$ cat src/hw/rtl/tsed_pkg.sv
package tsed_pkg;

  localparam logic [31:0] DEFAULT_TRACK_BITS = 32'd200000;

  // Result queue depth between parser and serializer
  localparam int QUEUE_DEPTH = 4;

  // Result kinds
  localparam logic [1:0] KIND_WRITE   = 2'd0;
  localparam logic [1:0] KIND_FILL    = 2'd1;
  localparam logic [1:0] KIND_FINISH  = 2'd2;
  localparam logic [1:0] KIND_CORRUPT = 2'd3;

  // Element types
  localparam logic [2:0] TYPE_END   = 3'd0;
  localparam logic [2:0] TYPE_SYNC  = 3'd1;
  localparam logic [2:0] TYPE_DATA  = 3'd2;
  localparam logic [2:0] TYPE_GAP   = 3'd3;
  localparam logic [2:0] TYPE_RAW   = 3'd4;
  localparam logic [2:0] TYPE_FUZZY = 3'd5;
  localparam logic [2:0] TYPE_RSVD6 = 3'd6;

  // Configuration register indexes
  localparam logic [1:0] REG_DATA_IN_BITS  = 2'd0;
  localparam logic [1:0] REG_STREAM_LENGTH = 2'd1;
  localparam logic [1:0] REG_TRACK_BITS    = 2'd2;

  // Parser phases
  typedef enum logic [3:0] {
    PH_HEADER  = 4'b0001,
    PH_SIZE    = 4'b0010,
    PH_PAYLOAD = 4'b0100,
    PH_DONE    = 4'b1000
  } phase_t;

  // One result item
  typedef struct packed {
    logic [1:0]  kind;
    logic [28:0] byte_address;
    logic [7:0]  data_byte;
    logic [29:0] fill_end;
    logic [61:0] final_length;
    logic        last;
  } result_t;

  // Results caused by one byte: up to two
  typedef struct packed {
    logic    v0;
    logic    v1;
    result_t r0;
    result_t r1;
  } pair_t;

endpackage

$ cat src/hw/rtl/tsed_front.sv
// Byte parser: consumes one byte per cycle on take and produces up to two results.
module tsed_front (
  input  logic                clk,
  input  logic                rst,
  input  logic                take,
  input  logic [7:0]          stream_byte,
  input  logic                data_in_bits,
  input  logic [31:0]         stream_length,
  input  logic [31:0]         track_len,
  output tsed_pkg::pair_t     pair
);

  logic [31:0]  stream_position;
  tsed_pkg::phase_t phase;
  logic [2:0]   element_type;
  logic [2:0]   size_bytes_left;
  logic [55:0]  size_accumulator;
  logic [63:0]  bit_position;
  logic [55:0]  payload_bytes_left;
  logic [31:0]  write_address;
  logic         copy_enabled;

  // Buffer size in bytes: track bits (default if zero) rounded up to bytes
  logic [29:0]  buf_size;
  always_comb begin
    if (track_len == 32'd0) begin
      buf_size = 30'((tsed_pkg::DEFAULT_TRACK_BITS + 32'd7) >> 3);
    end else begin
      buf_size = 30'(({1'b0, track_len} + 33'd7) >> 3);
    end
  end

  // Next-state and result logic
  logic [31:0]  sp_next;
  tsed_pkg::phase_t ph_next;
  logic [2:0]   et_next;
  logic [2:0]   sbl_next;
  logic [55:0]  acc_next;
  logic [63:0]  bp_next;
  logic [55:0]  pbl_next;
  logic [31:0]  wa_next;
  logic         ce_next;
  logic         clear;
  tsed_pkg::pair_t pr;

  logic [31:0]  left;
  logic [2:0]   hdr_type;
  logic [2:0]   hdr_width;
  logic [55:0]  sz;
  logic [55:0]  elem_type_sz;
  logic         run_elem;
  logic [2:0]   run_type;
  logic [63:0]  ebits;
  logic [55:0]  nbytes;
  logic [60:0]  bpos;
  logic [61:0]  fill_stop;
  logic [61:0]  fill_clip;
  logic [61:0]  flen;
  logic         hit0;

  always_comb begin
    sp_next  = stream_position;
    ph_next  = phase;
    et_next  = element_type;
    sbl_next = size_bytes_left;
    acc_next = size_accumulator;
    bp_next  = bit_position;
    pbl_next = payload_bytes_left;
    wa_next  = write_address;
    ce_next  = copy_enabled;
    clear    = 1'b0;
    pr       = '0;
    run_elem = 1'b0;
    run_type = element_type;
    sz       = '0;
    hit0     = 1'b0;
    ebits     = '0;
    nbytes    = '0;
    fill_stop = '0;
    fill_clip = '0;
    hdr_type  = stream_byte[2:0];
    hdr_width = stream_byte[7:5];
    left     = stream_length - stream_position - 32'd1;
    elem_type_sz = ((size_accumulator << 8) | {48'd0, stream_byte});
    flen     = {1'b0, bit_position[63:3]} + {61'd0, (bit_position[2:0] != 3'd0)};
    bpos     = bit_position[63:3];

    if (stream_position >= stream_length) begin
      clear = 1'b1;
    end else begin
      sp_next = stream_position + 32'd1;
      unique case (phase)
        tsed_pkg::PH_HEADER: begin
          if (hdr_type == tsed_pkg::TYPE_END && hdr_width == 3'd0) begin
            pr.v0 = 1'b1;
            pr.r0.kind = tsed_pkg::KIND_FINISH;
            pr.r0.final_length = flen;
            ph_next = tsed_pkg::PH_DONE;
          end else if ({29'd0, hdr_width} > left) begin
            pr.v0 = 1'b1;
            pr.r0.kind = tsed_pkg::KIND_CORRUPT;
            ph_next = tsed_pkg::PH_DONE;
          end else begin
            et_next  = hdr_type;
            acc_next = '0;
            sbl_next = hdr_width;
            if (hdr_width == 3'd0) begin
              run_elem = 1'b1;
              run_type = hdr_type;
              sz = '0;
            end else begin
              ph_next = tsed_pkg::PH_SIZE;
            end
          end
        end
        tsed_pkg::PH_SIZE: begin
          acc_next = elem_type_sz;
          sbl_next = size_bytes_left - 3'd1;
          if (sbl_next == 3'd0) begin
            run_elem = 1'b1;
            sz = elem_type_sz;
          end
        end
        tsed_pkg::PH_PAYLOAD: begin
          if (copy_enabled) begin
            pr.v0 = 1'b1;
            pr.r0.kind = tsed_pkg::KIND_WRITE;
            pr.r0.byte_address = write_address[28:0];
            pr.r0.data_byte = stream_byte;
            wa_next = write_address + 32'd1;
          end
          pbl_next = payload_bytes_left - 56'd1;
          if (pbl_next == 56'd0) ph_next = tsed_pkg::PH_HEADER;
        end
        tsed_pkg::PH_DONE: begin
          hit0 = 1'b1;
        end
        default: ;
      endcase

      // Element action once header and size are complete
      ebits  = data_in_bits ? {8'd0, sz} : {5'd0, sz, 3'd0};
      nbytes = data_in_bits ? 56'(({1'b0, sz} + 57'd7) >> 3) : sz;
      fill_stop = {1'b0, bpos} +
        62'(({61'd0, bit_position[2:0]} + {1'b0, ebits} + 65'd7) >> 3);
      fill_clip = (fill_stop > {32'd0, buf_size}) ? {32'd0, buf_size} : fill_stop;
      if (run_elem) begin
        ph_next = tsed_pkg::PH_HEADER;
        if (run_type == tsed_pkg::TYPE_SYNC || run_type == tsed_pkg::TYPE_DATA ||
            run_type == tsed_pkg::TYPE_RAW) begin
          if ({8'd0, nbytes} <= {32'd0, left}) begin
            ce_next = ({3'd0, bpos} + {8'd0, nbytes}) <= {34'd0, buf_size};
            wa_next = ce_next ? bpos[31:0] : 32'd0;
            bp_next = bit_position + ebits;
            if (nbytes != 56'd0) begin
              pbl_next = nbytes;
              ph_next = tsed_pkg::PH_PAYLOAD;
            end
          end
        end else if (run_type == tsed_pkg::TYPE_GAP) begin
          bp_next = bit_position + ebits;
        end else if (run_type == tsed_pkg::TYPE_FUZZY) begin
          if ({1'b0, bpos} < fill_clip) begin
            pr.v0 = 1'b1;
            pr.r0.kind = tsed_pkg::KIND_FILL;
            pr.r0.byte_address = bpos[28:0];
            pr.r0.fill_end = fill_clip[29:0];
          end
          bp_next = bit_position + ebits;
        end
      end

      // Stream end
      if (left == 32'd0) begin
        if (!hit0 && ph_next != tsed_pkg::PH_DONE) begin
          if (pr.v0) begin
            pr.v1 = 1'b1;
            pr.r1.kind = tsed_pkg::KIND_FINISH;
            pr.r1.final_length = {1'b0, bp_next[63:3]} +
              {61'd0, (bp_next[2:0] != 3'd0)};
          end else begin
            pr.v0 = 1'b1;
            pr.r0.kind = tsed_pkg::KIND_FINISH;
            pr.r0.final_length = {1'b0, bp_next[63:3]} +
              {61'd0, (bp_next[2:0] != 3'd0)};
          end
        end
        clear = 1'b1;
      end
      if (pr.v1) pr.r1.last = 1'b1;
      else if (pr.v0) pr.r0.last = 1'b1;
    end
  end

  assign pair = pr;

  // State registers
  always_ff @(posedge clk) begin
    if (rst || (take && clear)) begin
      stream_position    <= '0;
      phase              <= tsed_pkg::PH_HEADER;
      element_type       <= '0;
      size_bytes_left    <= '0;
      size_accumulator   <= '0;
      bit_position       <= '0;
      payload_bytes_left <= '0;
      write_address      <= '0;
      copy_enabled       <= 1'b0;
    end else if (take) begin
      stream_position    <= sp_next;
      phase              <= ph_next;
      element_type       <= et_next;
      size_bytes_left    <= sbl_next;
      size_accumulator   <= acc_next;
      bit_position       <= bp_next;
      payload_bytes_left <= pbl_next;
      write_address      <= wa_next;
      copy_enabled       <= ce_next;
    end
  end

endmodule

$ cat src/hw/rtl/tsed_queue.sv
// Short queue of result pairs between parser and output serializer.
module tsed_queue #(
  parameter int DEPTH = tsed_pkg::QUEUE_DEPTH
) (
  input  logic            clk,
  input  logic            rst,
  input  logic            push,
  input  tsed_pkg::pair_t push_data,
  output logic            full,
  input  logic            pop,
  output logic            empty,
  output tsed_pkg::pair_t head
);

  localparam int AW = (DEPTH > 1) ? $clog2(DEPTH) : 1;

  tsed_pkg::pair_t mem [DEPTH];
  logic [AW-1:0] wr_ptr;
  logic [AW-1:0] rd_ptr;
  logic [AW:0]   count;

  assign full  = (count == (AW+1)'(DEPTH));
  assign empty = (count == '0);
  assign head  = mem[rd_ptr];

  always_ff @(posedge clk) begin
    if (push) mem[wr_ptr] <= push_data;
  end

  // Pointers wrap at DEPTH
  always_ff @(posedge clk) begin
    if (rst) begin
      wr_ptr <= '0;
      rd_ptr <= '0;
      count  <= '0;
    end else begin
      if (push) wr_ptr <= (wr_ptr == AW'(DEPTH-1)) ? '0 : wr_ptr + AW'(1);
      if (pop)  rd_ptr <= (rd_ptr == AW'(DEPTH-1)) ? '0 : rd_ptr + AW'(1);
      count <= count + (AW+1)'(push) - (AW+1)'(pop);
    end
  end

endmodule

$ cat src/hw/rtl/tsed_back.sv
// Serializer: hands out the one or two results of each queued pair.
module tsed_back (
  input  logic            clk,
  input  logic            rst,
  input  logic            empty,
  input  tsed_pkg::pair_t head,
  output logic            pop,
  output logic            out_valid,
  input  logic            out_ready,
  output tsed_pkg::result_t res
);

  logic second;

  assign out_valid = !empty && (second ? head.v1 : head.v0);
  assign res = second ? head.r1 : head.r0;
  assign pop = !empty && out_ready && (second || !head.v1);

  always_ff @(posedge clk) begin
    if (rst) begin
      second <= 1'b0;
    end else if (out_valid && out_ready) begin
      second <= !second && head.v1;
    end
  end

endmodule

$ cat src/hw/rtl/track_stream_element_decoder_top.sv
// Track stream element decoder.
// Each accepted byte's results are registered in the result queue.
// Throughput: 1 byte per cycle while the result queue is not full; a byte
// with two results hands them out in turn from a result queue (default depth 4).
// Reset (rst, synchronous): parser state, config registers and queue cleared.
module track_stream_element_decoder_top #(
  parameter int QUEUE_DEPTH = tsed_pkg::QUEUE_DEPTH
) (
  input  logic        clk,
  input  logic        rst,
  input  logic        in_valid,
  output logic        in_ready,
  input  logic [7:0]  stream_byte,
  output logic        out_valid,
  input  logic        out_ready,
  output logic [1:0]  kind,
  output logic [28:0] byte_address,
  output logic [7:0]  data_byte,
  output logic [29:0] fill_end,
  output logic [61:0] final_length,
  output logic        last,
  input  logic        cfg_valid,
  output logic        cfg_ready,
  input  logic [1:0]  cfg_index,
  input  logic [31:0] cfg_data
);

  logic        data_in_bits;
  logic [31:0] stream_length;
  logic [31:0] track_len;

  // Configuration registers
  assign cfg_ready = 1'b1;
  always_ff @(posedge clk) begin
    if (rst) begin
      data_in_bits  <= 1'b0;
      stream_length <= '0;
      track_len     <= '0;
    end else if (cfg_valid) begin
      unique case (cfg_index)
        tsed_pkg::REG_DATA_IN_BITS:  data_in_bits  <= cfg_data[0];
        tsed_pkg::REG_STREAM_LENGTH: stream_length <= cfg_data;
        tsed_pkg::REG_TRACK_BITS:    track_len     <= cfg_data;
        default: ;
      endcase
    end
  end

  tsed_pkg::pair_t   pair;
  tsed_pkg::pair_t   head;
  tsed_pkg::result_t res;
  logic full, empty, pop, take;

  assign in_ready = !full;
  assign take = in_valid && in_ready;

  tsed_front u_front (
    .clk, .rst, .take, .stream_byte, .data_in_bits, .stream_length,
    .track_len, .pair
  );

  tsed_queue #(.DEPTH(QUEUE_DEPTH)) u_queue (
    .clk, .rst,
    .push(take && pair.v0), .push_data(pair), .full,
    .pop, .empty, .head
  );

  tsed_back u_back (
    .clk, .rst, .empty, .head, .pop, .out_valid, .out_ready, .res
  );

  assign kind         = res.kind;
  assign byte_address = res.byte_address;
  assign data_byte    = res.data_byte;
  assign fill_end     = res.fill_end;
  assign final_length = res.final_length;
  assign last         = res.last;

endmodule

$ cat config.mk
export PLATFORM = sky130hd
export DESIGN_NAME = track_stream_element_decoder_top
export DESIGN_NICKNAME = d
export VERILOG_FILES = /design/src/hw/rtl/tsed_pkg.sv /design/src/hw/rtl/tsed_front.sv /design/src/hw/rtl/tsed_queue.sv /design/src/hw/rtl/tsed_back.sv /design/src/hw/rtl/track_stream_element_decoder_top.sv
export SDC_FILE = /design/constraint.sdc
export NUM_CORES = 2
export LEC_CHECK = 0
export BUFFER_PORTS_ARGS = -buffer_cell sky130_fd_sc_hd__buf_4
export CAP_MARGIN = 20
export CORE_ASPECT_RATIO = 2
export CORE_UTILIZATION = 35
export CTS_CLUSTER_DIAMETER = 80
export CTS_CLUSTER_SIZE = 25
export DETAILED_ROUTE_END_ITERATION = 12
export MAX_ROUTING_LAYER = met4
export PLACE_DENSITY = 0.52
export SKIP_LAST_GASP = 1
export SLEW_MARGIN = 10
export SYNTH_ARGS = -nofsm -noshare
export SYNTH_HDL_FRONTEND = slang
export SYNTH_HIERARCHICAL = 1
export SYNTH_SLANG_ARGS = --single-unit
$ cat constraint.sdc
create_clock -name clk -period 19.55 [get_ports clk]
set_input_delay 1.955 -clock clk [delete_from_list [all_inputs] [get_ports clk]]
set_output_delay 1.955 -clock clk [all_outputs]
set_load 0.05 [all_outputs]
* Word-level counts from Yosys, hierarchy flattened *
Memories as Yosys holds them, arrays and structs flattened. A register that Yosys moved wholly into a read port is not among the register bits.
Cells that the tools add are included.

operators by class
  add/sub/neg operators = 19
  multipliers = 0
  div/mod/pow operators = 0
  $lt $le $gt $ge = 6
  equal/unequal tests = 17
  shifts and indexed selects = 0
  multiplexer cells = 109
  bitwise operators = 4
  reductions and logical operators = 38

operators by type and width
  kind                     count
  $mux W62                 9
  $mux W56                 9
  $mux W64                 6
  $mux W32                 6
  $mux W30                 6
  $mux W31                 5
  $mux W136                1
  $mux W132                1
  $add A61 B1 Y62          2
  $mux W48                 2
  $pmux W48 S2             1
  $mux W37                 2
  $add A3 B64 Y65          1
  $add A65 B3 Y65 const B  1
  $add A32 B1 Y32 const B  2
  $add A64 B64 Y64         1
  $le A64 B30 Y1           1
  $logic_not A32 Y1        2
  $mux W63                 1
  $add A61 B56 Y62         1
  $add A61 B62 Y62         1
  $gt A62 B30 Y1           1
  $lt A61 B62 Y1           1
  $mux W59                 1
  44 further kinds         129

word-level totals
  register bits = 316
  bits in latches = 0
  RAM bits = 796
  memory bits (read-only) = 0
  output and inout port bits = 135
  word-level logic and storage cells = 210
  memories kept = 1

memories
  name         words  width  rd ports  clocked after memory_dff  wr ports  RTL line          text
  u_queue.mem  4      199    1         1                         1         tsed_queue.sv:17  tsed_pkg::pair_t mem [DEPTH];

* Logic depth before layout (Yosys ltp) *
  word-level depth = 28
  depth in mapped cells = 69

* Hierarchy *
Netlist, hierarchy kept.

by module, submodules not included
  module                            instances  cells an instance  area each (µm²)
  tsed_front                        1          6151               41285.8
  tsed_queue                        1          1432               38914.8
  track_stream_element_decoder_top  1          254                2756.4
  tsed_back                         1          156                1664.1

* Worst setup path after synthesis *
Ideal clock, no wire load.

  path type = register -> register
  start point = reg u_front.size_bytes_left[0]
  end point = mem u_queue/mem[0][0] in the netlist's numbering (enable)
  setup time = 0.660 ns
  arrival time = 18.806 ns
  data required time = 18.890 ns
  setup slack = 0.084 ns
  cell stages (with the launch flop) = 62
  path through = dfxtp_1 inv_1 ha_1 xnor2_1 nand3_1 clkbuf_1 clkbuf_1 buf_1 buf_1 buf_1 buf_1 clkbuf_1 buf_1 a21oi_1 ha_1 o21ai_0 a21oi_1 nand4_1 (+26 left out) o21ai_0 ha_1 a21oi_1 nor2b_1 o21ai_0 nand2b_1 a21oi_1 nor2b_1 o21ai_0 a31oi_1 o21ai_0 nand4b_1 a211oi_1 clkbuf_1 nor2_1 a21oi_1 and2_1 and2_1

RTL lines
  element                   RTL line           text
  start: declaration        tsed_front.sv:16   logic [2:0] size_bytes_left;
  start signal: assignment  tsed_front.sv:213  size_bytes_left <= sbl_next;
  end: declaration          tsed_queue.sv:17

==> results.py <==
metrics = {
    "status": {
        "status": "finished, final reports clean",
    },
    "synthesis": {
        "yosys.area_share.xor_xnor": 0.0451,
        "ys_ff_latch": 1379,
        "synthSimpleGateAreaFrac": 0.159,
        "syn_inst": 7993,
        "synth-compound-area-share": 0.127,
        "synth_async_sr_flop_share": 0,
        "synth.yosys.warnings": 6,
        "synthMuxAreaShare": 0.110,
        "ys_seq_area_frac": 0.452,
        "synth_cell_type_count": 117,
        "synth_edf_count": 1064,
        "synthAdderAreaFrac": 0.0617,
        "syn_area_sq_um": 84600,
        "avgSynthCellArea_sq_um": 10.6,
        "synth_top_family_by_area": "simple AND/OR/NAND/NOR gates",
        "synthFlopType": "edfxtp_1",
    },
    "global_routing": {
        "grt_pass1_vias": 66193,
        "gr-usage-met2": 0.511,
        "grt_util_met3": 0.0372,
        "grtUsageTotal": 0.289,
        "gr-usage-met1": 0.282,
        "grt_busiest_layer": "met2",
        "grt_pass1_wl_microns": 489000,
        "gr-total-overflow": 0,
        "antenna_found_initial": 18,
        "grt_max_degree": 125,
    },
    "timing": {
        "rsz0062_at_grt": "false",
        "slew_viol_final": 0,
        "fin_setup_tns_ns": 0,
        "whs_ns": 0.487,
        "finalHoldViolations": 0,
        "finalCritPeriodShare": 0.851,
        "layout_min_cycle_time_ns": 16.64,
        "setup_viol": 0,
        "max_freq_mhz": 60.1,
        "finalClockSkew_ns": 0.0636,
        "maxSlewHeadroom": 0.219,
        "tightest_slew_ns": 1.16,
    },
    "worst_setup_path": {
        "r2r_start": "u_front/phase[0]",
        "crit_arrival_ns": 17.06,
        "crit_start": "u_front/phase[0]",
        "path_class": "register to register",
        "cp_slowest_cell": "o21ai_0",
        "cp-start-kind": "register",
        "cp_data_required_time_ns": 19.97,
        "worst_path_most_repeated_cell": "o21ai_0",
        "end_kind": "register",
        "cp_max_fo": 61,
        "cpPeakStageDelay_ns": 0.97,
    },
    "power": {
        "p_leak_uw": 0.0334,
        "ir_drop_mv": 0.0811,
        "p_seq_frac": 0.494,
        "power.internal_uw": 4380,
        "pwr_density_cell_nw_per_um2": 70.8,
        "p_sw_frac": 0.328,
        "power.switching_uw": 2140,
        "clkPwrFrac": 0.279,
        "combPwrFrac": 0.227,
    },
    "drt": {
        "ant_nets": 0,
        "first_pass_iters": 6,
        "via_per_inst": 5.84,
        "detail_route.wl_per_cell_microns": 30.7,
        "wirelength_microns": 347000,
        "drc": 0,
        "drt_iter0_drc": 4731,
        "vias": 65837,
    },
    "placement": {
        "io_buffers": 180,
        "hpwl_microns": 270000,
        "gp_congestion": 1.04,
        "dp.cells": 11132,
    },
    "die": {
        "core_area_sq_um": 241000,
        "chipWidth_microns": 350,
        "pin_count": 182,
        "initial_utilization": 0.351,
        "rows": 255,
        "dieHeight_microns": 697,
        "die-area_sq_um": 244000,
    },
    "layout": {
        "multi_input_area_sq_um": 43100,
        "nFillCells": 23674,
        "regArea_sq_um": 38300,
        "final_cell_mix": "edfxtp_1 (1064), nand2_1 (710), nor2_1 (619)",
        "synthToLayoutAreaGrowth_pct": 8.73,
        "drive_gt1_frac": 0.131,
        "final_common_cell": "edfxtp_1",
        "nNetsFinal": 8461,
        "instances_no_fill": 11281,
    },
    "cts": {
        "root_buffer": "clkbuf_16",
        "cts-hold-fix-buffers": 0,
        "post-cts-setup-buffers": 0,
        "cts_max_level": 3,
        "cts_tree": "built",
        "cts_resized": 0,
        "clock-sinks": 1379,
        "cts_buffers": 73,
        "cts.reportedPaths.clkPinSlew_ns": 0.10,
        "clk_latency_ns": 0.79,
        "cts_buffer_depth": 3,
    },
    "worst_hold_path": {
        "holdCritStartpoint": "u_front/payload_bytes_left[42]",
        "worst_hold_path_type": "register to register",
    },
    "flow_run": {
        "maxCapViolCount": 0,
    },
}
-- metrics by stage --
stage	instance area, sq um	util	worst slack [ns]	total power, uW
floorplan	85000	-	0.0840	4210
global placement	89500	0.371	2.70	4750
detailed placement	89500	0.372	2.85	4760
CTS	91900	0.381	3.09	6570
global route	92000	0.382	2.45	6740
finish	92000	0.382	2.91	6520
-- power by group through the flow --
stage | Clock [uW] | Combinational, uW | Sequential (uW)
5_1_grt | 1950 | 1570 | 3220
6_report | 1820 | 1480 | 3220
4_1_cts | 1870 | 1480 | 3220
3_3_place_gp | 0 | 1470 | 3280
2_1_floorplan | 0 | 956 | 3260
3_5_place_dp | 0 | 1470 | 3280
-- final cells by class --
cell class | count | area share
diodes | 18 | 0.000490
inverters | 214 | 0.00873
multi-input cells | 5916 | 0.469
flip-flops and latches | 1379 | 0.416
clock inverters | 23 | 0.00495
repair buffers | 416 | 0.0361
well taps | 3212 | 0.0437
clock buffers | 103 | 0.0211
-- path summary, 6_finish.rpt --
| kind | slack (ns) | depth (start not counted) | to |
|---|---|---|---|
| max | 2.91 | 44 | u_queue/mem[3][169] |
| min | 0.49 | 1 | u_front/payload_bytes_left[42] |
| max reg2reg | 2.91 | 44 | u_queue/mem[3][169] |
| min reg2reg | 0.49 | 1 | u_front/payload_bytes_left[42] |
-- kinds of logic (layout without fill, tap and decap cells) --
| kind of cell | after synthesis | in the layout |
|---|---|---|
| AO/OA/AOI/OAI | 1694 | 1694 |
| XOR/XNOR | 434 | 434 |
| adder cells (fa/ha/maj) | 414 | 414 |
| buffers and inverters | 791 | 756 |
| flip-flops | 1379 | 1379 |
| multiplexers | 580 | 580 |
| other | 3 | 114 |
| AND/OR/NAND/NOR | 2698 | 2698 |
-- sequential cells by signal, indices dropped and copies added, names as in the netlist, named ones only --
name / count
data_in_bits: 1
stream_length: 32
track_len: 32
u_back/second: 1
u_front/bit_position: 64
u_front/copy_enabled: 1
u_front/element_type: 3
u_front/payload_bytes_left: 56
u_front/phase: 4
u_front/size_accumulator: 48
u_front/size_bytes_left: 3
u_front/stream_position: 32
u_front/write_address: 29
u_queue/count: 3
u_queue/mem: 1064
u_queue/rd_ptr: 2
u_queue/wr_ptr: 2
-- worst max-delay path, delay by kind of cell, from the launching register on --
kind | cells | cell delay [ns]
buffers and inverters | 3 | 1.63
and+or+nand+nor | 20 | 6.21
DFF | 1 | 0.42
xor gates and xnor gates | 2 | 1.15
AOI/OAI and AO/OA | 13 | 4.58
muxes | 2 | 0.63
adders and majority gates | 4 | 1.37
-- Yosys cell counts, types with 30 or more instances --
| library cell | number | area share |
|---|---|---|
| a211oi_1 | 96 | 0.0085 |
| a21o_1 | 130 | 0.012 |
| a21oi_1 | 523 | 0.031 |
| a22oi_1 | 57 | 0.0051 |
| a31oi_1 | 56 | 0.0041 |
| and2_1 | 77 | 0.0057 |
| and3_1 | 94 | 0.0069 |
| and4_1 | 40 | 0.0041 |
| buf_2 | 75 | 0.0044 |
| buf_4 | 81 | 0.0072 |
| buf_6 | 30 | 0.0040 |
| clkbuf_1 | 349 | 0.015 |
| dfxtp_1 | 315 | 0.075 |
| edfxtp_1 | 1064 | 0.38 |
| ha_1 | 409 | 0.060 |
| inv_1 | 212 | 0.0094 |
| mux2_2 | 147 | 0.020 |
| mux2i_1 | 162 | 0.019 |
| mux4_2 | 266 | 0.071 |
| nand2_1 | 712 | 0.032 |
| nand2b_1 | 151 | 0.011 |
| nand3_1 | 271 | 0.016 |
| nand4_1 | 192 | 0.014 |
| nor2_1 | 622 | 0.028 |
| nor2b_1 | 58 | 0.0043 |
| nor3_1 | 190 | 0.011 |
| nor4_1 | 82 | 0.0061 |
| o211ai_1 | 33 | 0.0029 |
| o21a_1 | 60 | 0.0053 |
| o21ai_0 | 354 | 0.021 |
| o21bai_1 | 41 | 0.0036 |
| o22ai_1 | 51 | 0.0038 |
| or3_1 | 54 | 0.0040 |
| xnor2_1 | 252 | 0.026 |
| xor2_1 | 181 | 0.019 |
-- layer usage --
metal	routed length, microns	vias to the layer above
li1	-	29858
met1	117000	32993
met2	182000	2109
met3	14000	877
met4	33900	0
met5	0	-
Note: power is estimated with default switching activity, not from simulation.
